<file path="src/matrix_row_shift_and_rotate_core_macros.svh">
// Assertion helpers for the top-level RTL file.
`ifndef MATRIX_ROW_SHIFT_AND_ROTATE_CORE_MACROS_SVH
`define MATRIX_ROW_SHIFT_AND_ROTATE_CORE_MACROS_SVH

// Checked on every rising edge of clock, quiet while reset is high.
`define MRSR_ASSERT(label, prop) \
   label: assert property (@(posedge clock) disable iff (reset) prop) \
      else $error("%m: check failed");

// Checked on every rising edge of clock, reset included.
`define MRSR_ASSERT_ALWAYS(label, prop) \
   label: assert property (@(posedge clock) prop) \
      else $error("%m: check failed");

`endif

</file>
<file path="src/mrsr_pkg.sv">
package mrsr_pkg;

   // Largest grid supported by default
   localparam int MAX_SIZE_DEF = 8;

   // Field widths
   localparam int DATA_W  = 32;
   localparam int INDEX_W = 3;
   localparam int SIZE_W  = 4;
   localparam int MODE_W  = 2;

   // Compare width: holds any size or index up to 16
   localparam int CMP_W = 5;

   // Register file
   localparam int CSR_ADDR_W = 3;
   localparam int CSR_DATA_W = 32;
   localparam logic [SIZE_W-1:0] ACTIVE_SIZE_RST = 4'd8;
   localparam logic [CSR_ADDR_W-3:0] REG_ACTIVE_SIZE = 1'b0;

   typedef enum logic [MODE_W-1:0] {
      MODE_WRITE   = 2'd0,
      MODE_ROT_ROW = 2'd1,
      MODE_ROT_MAT = 2'd2,
      MODE_READ    = 2'd3
   } mode_type;

   // Operation handed to the matrix array for execution
   typedef struct packed {
      logic                en;
      mode_type            mode;
      logic [INDEX_W-1:0]  row;
      logic [INDEX_W-1:0]  col;
      logic [DATA_W-1:0]   value;
   } mrsr_cmd_type;

endpackage

</file>
<file path="src/mrsr_csr.sv">
module mrsr_csr (
   input  logic                                  clock,
   input  logic                                  reset,
   input  logic                                  csr_psel,
   input  logic                                  csr_penable,
   input  logic                                  csr_pwrite,
   input  logic [mrsr_pkg::CSR_ADDR_W-1:0]       csr_paddr,
   input  logic [mrsr_pkg::CSR_DATA_W-1:0]       csr_pwdata,
   output logic [mrsr_pkg::CSR_DATA_W-1:0]       csr_prdata,
   output logic                                  csr_pready,
   output logic [mrsr_pkg::SIZE_W-1:0]           active_size
);

   logic [mrsr_pkg::SIZE_W-1:0]       active_size_ff;
   logic [mrsr_pkg::SIZE_W-1:0]       active_size_in;
   logic [mrsr_pkg::CSR_ADDR_W-3:0]   reg_sel;
   logic                              wr_en;

   // Word select; byte offset bits are ignored
   assign reg_sel    = csr_paddr[mrsr_pkg::CSR_ADDR_W-1:2];
   assign wr_en      = csr_psel && csr_penable && csr_pwrite && csr_pready;
   assign csr_pready = 1'b1;

   // Register write
   always_comb begin
      active_size_in = active_size_ff;
      if (wr_en && (reg_sel == mrsr_pkg::REG_ACTIVE_SIZE)) begin
         active_size_in = csr_pwdata[mrsr_pkg::SIZE_W-1:0];
      end
   end

   always_ff @(posedge clock) begin
      if (reset) begin
         active_size_ff <= mrsr_pkg::ACTIVE_SIZE_RST;
      end else begin
         active_size_ff <= active_size_in;
      end
   end

   // Read back
   always_comb begin
      csr_prdata = '0;
      if (reg_sel == mrsr_pkg::REG_ACTIVE_SIZE) begin
         csr_prdata = {{(mrsr_pkg::CSR_DATA_W - mrsr_pkg::SIZE_W){1'b0}}, active_size_ff};
      end
   end

   assign active_size = active_size_ff;

endmodule

</file>
<file path="config.mk">
export PLATFORM = sky130hd
export DESIGN_NAME = mrsr_csr
export DESIGN_NICKNAME = d
export VERILOG_FILES = /design/src/matrix_row_shift_and_rotate_core_macros.svh /design/src/mrsr_pkg.sv /design/src/mrsr_csr.sv
export SDC_FILE = /design/constraint.sdc
export NUM_CORES = 1
export LEC_CHECK = 0
export BUFFER_PORTS_ARGS = -buffer_cell sky130_fd_sc_hd__buf_4
export CAP_MARGIN = 20
export CORE_UTILIZATION = 28
export CTS_BUF_LIST = sky130_fd_sc_hd__clkbuf_16
export DETAILED_ROUTE_END_ITERATION = 6
export GPL_ROUTABILITY_DRIVEN = 0
export GPL_TIMING_DRIVEN = 0
export PLACE_DENSITY = 0.83
export SYNTH_ARGS = -nofsm -noshare
export SYNTH_HDL_FRONTEND = slang
export SYNTH_SLANG_ARGS = --single-unit
</file>
<file path="constraint.sdc">
create_clock -name clock -period 1.08 [get_ports clock]
set_clock_uncertainty 0.1 [all_clocks]
set_input_delay 0.054 -clock clock [delete_from_list [all_inputs] [get_ports clock]]
set_output_delay 0.054 -clock clock [all_outputs]
set_load 0.1 [all_outputs]
</file>
==> After elaboration in Yosys (flattened, before gate mapping) <==
Index checks and enable logic that the tools add are counted.
{ "op_classes": {"add_sub_neg": 0, "multipliers": 0, "div": 0, "order_cmp": 0, "n_eq_ne": 0, "n_shift": 0, "muxes": 1, "n_bitwise": 1, "reduce_logical": 3} }
{ "op_table": {"columns": ["cell", "n"], "rows": [
  ["2-to-1 mux 4 bit", 1],
  ["logical AND 1 bit", 3],
  ["inverter 1 bit", 1]
]} }
{ "totals": {"regBits": 4, "latchBits": 0, "ramBits": 0, "rom_bits": 0, "elab_cells": 6, "memories": 0} }

==> Logic depth before layout (Yosys ltp) <==
Gate-level depths: netlist of the first run.
{ "logic_depth": {"ltp_word": 3, "ltp_mapped": 3, "mapped_depth_nobuf": 2} }

==> Least setup slack after synthesis of the first run <==
OpenSTA, ideal clock, no wires.
{ "synth_timing": {"path_type": "register -> output", "from": "register active_size_ff, in the netlist active_size[0]", "to": "output port csr_prdata[0] in the netlist's numbering", "arrival_time_ns": 1.549, "setup_slack_ns": -0.623, "stages_incl_launch_ff": 2, "cell_sequence": "dfxtp_1 > and2b_2"} }
{ "synth_between": {"elab_chain_cells": 1} }
{ "synth_rtl": {"columns": ["item", "line", "source"], "rows": [
  ["from (decl)", "mrsr_csr.sv:14", "logic [mrsr_pkg::SIZE_W-1:0] active_size_ff;"],
  ["from (signal assigned)", "mrsr_csr.sv:34", "active_size_ff <= mrsr_pkg::ACTIVE_SIZE_RST;"],
  ["from (signal assigned)", "mrsr_csr.sv:36", "active_size_ff <= active_size_in;"],
  ["2-to-1 mux 4 bit", "mrsr_csr.sv:43", "if (reg_sel == mrsr_pkg::REG_ACTIVE_SIZE) begin"],
  ["to (decl)", "mrsr_csr.sv:9", "output logic [mrsr_pkg::CSR_DATA_W-1:0] csr_prdata,"]
]} }
Every way passes these cells.

==> Final worst setup path of the first run <==
{ "layout_timing": {"from": "register active_size_ff, in the netlist active_size[1]", "to": "output port csr_prdata[1] in the netlist's numbering"} }
The elaborated chain is that of the path after synthesis.

==> results of run 1 <==
-- worst max-delay path: stages, from the launching register on --
cell	delay, ns
dfxtp_4	0.34
and2b_4	0.15
buf_8	0.19
-- report_power, final --
group | switching, W | leakage (nW) | internal, W
clock network | 0.0000974 | 0.0370 | 0.000473
logic | 0.000521 | 0.396 | 0.000123
registers | 0.00000261 | 0.0347 | 0.000145
-- cell type report --
type,count,area [sq um]
sequential,4,95.1
fill,152,686
clock buffer,3,75.1
multi-input combinational,46,244
timing repair buffer,17,158
buffer,30,229
tap,16,20.0
-- synth_stat cells (all sizes together) --
master | n | area share [%]
mux2i | 4 | 9.0
dfxtp | 4 | 18
nand2b | 6 | 8.4
and4b | 1 | 2.2
conb | 2 | 1.7
and2b | 4 | 7.8
nor2 | 2 | 1.7
buf | 30 | 51
-- what timing repair did --
| item | in CTS | in global routing |
|---|---|---|
| gates resized for setup | 4 | 4 |
| cloned | 0 | 0 |
| setup endpoints to repair | 4 | 4 |
| setup buffers | 0 | 0 |
-- metal layers --
layer | track usage [%] | share of wire (%)
met2 | 19.4 | 56
met3 | 3.04 | 12
met4 | 8.39 | 2.4
met1 | 8.56 | 29
met5 | 0 | 0
-- stage by stage --
step / instance area, sq um / setup slack (ns)
final: 821 / 0.0249
after global routing: 821 / 0.00341
after CTS: 806 / 0.00141
after detailed placement: 716 / 0.0859
after global placement: 716 / 0.174
after floorplan: 568 / -0.00835
-- placed cells by master (no fill, tap or decap) --
cell	instances
and4b_1	1
buf_6	1
buf_8	4
dfxtp_4	4
buf_4	42
nor2_1	2
and2b_4	4
conb_1	29
clkbuf_16	3
nand2b_1	6
mux2i_1	4
-- how the worst max path moves through the flow --
stage | start | end | slack (ns) | cells after the start
global placement | csr_paddr[2] | active_size[2] | 0.17 | 4
floorplan | active_size[0] | csr_prdata[0] | -0.008 | 1
CTS | active_size[1] | csr_prdata[1] | 0.001 | 2
global route | active_size[1] | csr_prdata[1] | 0.003 | 2
finish | active_size[1] | csr_prdata[1] | 0.02 | 2
detailed placement | csr_paddr[2] | active_size[2] | 0.09 | 4
-- cells by family after synthesis --
| family | count (synthesis) | synth area share, % |
|---|---|---|
| buffers and inverters | 30 | 51.3 |
| and+or+nand+nor | 13 | 20.2 |
| muxes | 4 | 8.96 |
| DFF | 4 | 17.9 |
| other | 2 | 1.68 |
==> impl_metrics.yaml, run 1 <==
synthesis:
  avgSynthCellArea_sq_um: 8.43
  ys_types: 9
  synth_cells: 53
  ys_seq_elements: 4
  ys_seq_area_share_pct: 17.9
  ys_warn_count: 0
  syn_area_sq_um: 447
cells_and_area:
  final_layout_size_suffix_gt1_share_pct: 58.0
  fin_nets: 142
  stdcell_count: 116
  antenna_cells: 0
  area_growth_pct: 83.8
  final_util_pct: 54.5
  largest_register_ffs: 4
setup_path:
  startpoint_type: "flip-flop"
  crit_type: "reg -> out"
  worstReg2RegEnd: "active_size[2]"
  critPathArrivalTime_ns: 0.90
  crit_fanout: 3
  r2r_start: "active_size[2]"
  crit_required_ns: 0.93
  cp-end-kind: "output pin"
  reg2reg_slack_ns: 0.32
  ff2ff_path_depth: 2
run_status:
  outcome: "finished, final reports clean"
global_route:
  grt_usage_pct: 10.3
  grt_max_degree: 9
  antenna_found_initial: 0
  grt_pass1_wl_mm: 1.36
  grt_pass1_vias: 331
  grt-ovfl-total: 0
floorplanning:
  core-area_sq_um: 1510
  num_rows: 14
  die_w_microns: 41.9
  io_pins: 77
  start_util_pct: 29.7
  die_y_microns: 41.9
  die_area_sq_um: 1760
sta:
  max_clock_freq_mhz: 948
  setup_viol: 0
  rsz0062_at_grt: "no"
  hold_violations: 0
  tns_ns: 0
  finalMaxSlewViolations: 0
  whs_ns: 0.00473
  period_needed_ns: 1.06
  period_share_pct: 97.7
hold_path:
  whs_path_depth: 3
  whs_endpoint: "active_size[1]"
  min_path_type: "in -> reg"
  hold_path.startpoint: "csr_pwdata[1]"
pwr:
  ir_worst_vdd_v: 0.000735
  powerDensity_nw_per_um2: 1660
  finalPower_w: 0.00136
  p_leak_nw: 0.468
drt:
  drt-initial-drc-count: 6
  drcViolationCount: 0
  vias_per_cell: 3.28
  wirelength_microns: 879
  wire_per_inst_microns: 7.58
  vias: 380
  ant_nets: 0
  drt_first_pass_iters: 4
clock_tree:
  cts_hold_buf: 0
  clkTransAtPathRegs_ns: 0.03
  cts_root_buf: "clkbuf_16"
  clk_path_buf_depth: 2
  clkLatencyLatePin_ns: 0.22
  cts_num_sinks: 4
  cts_buffers: 3
  cts_tree: "done"
  h-tree-depth: 1
run:
  drv_cap: 0
placed_design:
  dp_cells: 113
  dpl.hpwl_microns: 808
  port_buffers: 17
Note: power is estimated with default switching activity, not from simulation.
==> inputs of run 2 (changes only) <==
--- a/config.mk
+++ b/config.mk
@@ -12,7 +12,7 @@
 export DETAILED_ROUTE_END_ITERATION = 6
 export GPL_ROUTABILITY_DRIVEN = 0
 export GPL_TIMING_DRIVEN = 0
-export PLACE_DENSITY = 0.83
+export PLACE_DENSITY_LB_ADDON = 0.2
 export SYNTH_ARGS = -nofsm -noshare
 export SYNTH_HDL_FRONTEND = slang
 export SYNTH_SLANG_ARGS = --single-unit
==> run 2 against run 1 <==
Effect of this change: largest power group unchanged; total power is 0.19% lower; sequential share of layout area stayed put; critical path depth stayed put; final area stayed put; clock power hardly changed; core utilization stayed put; combinational power hardly changed; worst hold slack worse by 0.0026 ns.
==> impl_metrics.yaml, run 2 (synthesis gave the netlist of run 1 again) <==
cells_and_area:
  antenna_cells: 0
  layout_commonest_cell: "buf_4"
  fin_area_sq_um: 821
  area_growth_pct: 83.8
  fin_nets: 142
  final_layout_size_suffix_gt1_share_pct: 58.0
  final_util_pct: 54.5
  largest_register_ffs: 4
  final_cell_mix: "buf_4, conb_1, nand2b_1"
placed_design:
  dpl_cell_area_sq_um: 716
  port_buffers: 17
global_route:
  grt_pass1_wl_mm: 1.15
  busiest_layer: "met2"
  grt-ovfl-total: 0
  grt_use_met2_pct: 16.3
  grt_util_met3_pct: 6.96
  antenna_found_initial: 0
  met1_usage_pct: 8.22
  grt_usage_pct: 9.44
  grt_pass1_vias: 293
  grt_max_degree: 9
setup_path:
  worstReg2RegEnd: "active_size[3]"
  ff2ff_path_depth: 2
  critPathArrivalTime_ns: 0.90
  r2r_start: "active_size[3]"
  startpoint_type: "flip-flop"
  cp-end-kind: "output pin"
  crit_type: "reg -> out"
  reg2reg_slack_ns: 0.37
  crit_required_ns: 0.93
  crit_fanout: 3
pwr:
  powerDensity_nw_per_um2: 1650
  ir_worst_vdd_v: 0.00142
  p_leak_nw: 0.468
sta:
  hold_violations: 0
  finalMaxSlewViolations: 0
  whs_ns: 0.00209
  max_clock_freq_mhz: 950
  period_needed_ns: 1.05
  setup_viol: 0
  period_share_pct: 97.4
drt:
  drt-initial-drc-count: 2
  ant_nets: 0
  vias_per_cell: 3.21
  vias: 372
  wire_per_inst_microns: 6.65
  drt_first_pass_iters: 4
  wirelength_microns: 771
  drcViolationCount: 0
clock_tree:
  cts_num_sinks: 4
  cts_tree: "done"
  clkTransAtPathRegs_ns: 0.03
  cts_buffers: 3
  cts_hold_buf: 0
  clkLatencyLatePin_ns: 0.22
  cts_root_buf: "clkbuf_16"
  clk_path_buf_depth: 2
  h-tree-depth: 1
  cts_setup_buffers: 0
hold_path:
  hold_path.startpoint: "csr_pwdata[2]"
  min_path_type: "in -> reg"
  whs_path_depth: 3
  whs_endpoint: "active_size[2]"
floorplanning:
  die_area_sq_um: 1760
  io_pins: 77
  num_rows: 14
  start_util_pct: 29.7
  die_y_microns: 41.9
  core-area_sq_um: 1510
  die_w_microns: 41.9
run:
  drv_cap: 0
run_status:
  outcome: "finished, final reports clean"
==> run 2: layout make-up <==
cell class | count | area (sq um)
Timing Repair Buffer | 17 | 158
Multi-Input combinational cell | 46 | 244
Buffer | 30 | 229
Fill cell | 146 | 686
Sequential cell | 4 | 95.1
Tap cell | 16 | 20.0
Clock buffer | 3 | 75.1
==> run 2: worst max-delay path by stage <==
stage	cells past startpoint	startpoint	slack, ns	endpoint
after floorplan	1	active_size[0]	-0.008	csr_prdata[0]
after global placement	4	csr_paddr[2]	0.17	active_size[3]
after detailed placement	4	csr_paddr[2]	0.16	active_size[3]
after CTS	2	active_size[1]	0.004	csr_prdata[1]
after global routing	2	active_size[2]	-0.003	csr_prdata[2]
final	2	active_size[1]	0.03	csr_prdata[1]
==> run 2: critical path: stages (launching register included) <==
cell     delay (ns)
dfxtp_4        0.34
and2b_4        0.15
buf_8          0.19
==> run 2: per-stage QoR <==
stage	worst slack (ns)	power (W)	TNS [ns]	cells
3_5_place_dp	0.157	0.000782	0	113
6_report	0.0277	0.00136	0	116
2_1_floorplan	-0.00835	0.000740	-0.0333	80
3_3_place_gp	0.166	0.000780	0	113
4_1_cts	0.00420	0.00136	0	116
5_1_grt	-0.00289	0.00140	-0.00289	116
==> run 2: report_power, final <==
group	switching [W]	leakage, nW	internal [W]
logic	0.000520	0.396	0.000123
clock network	0.0000963	0.0370	0.000472
registers	0.00000238	0.0347	0.000145
total	0.000618	0.468	0.000740
==> run 2: what timing repair did <==
| item | in CTS | in global routing |
|---|---|---|
| endpoints found under the setup margin | 4 | 4 |
| resized for setup | 4 | 4 |
| pin swaps | 0 | 0 |
==> run 2: routing by layer <==
metal / part of all wire [%] / wire, microns / up-vias
li1: - / - / 200
met1: 33 / 254 / 146
met2: 53 / 406 / 26
met3: 14 / 110 / 0
met4: 0 / 0 / 0
met5: 0 / 0 / -
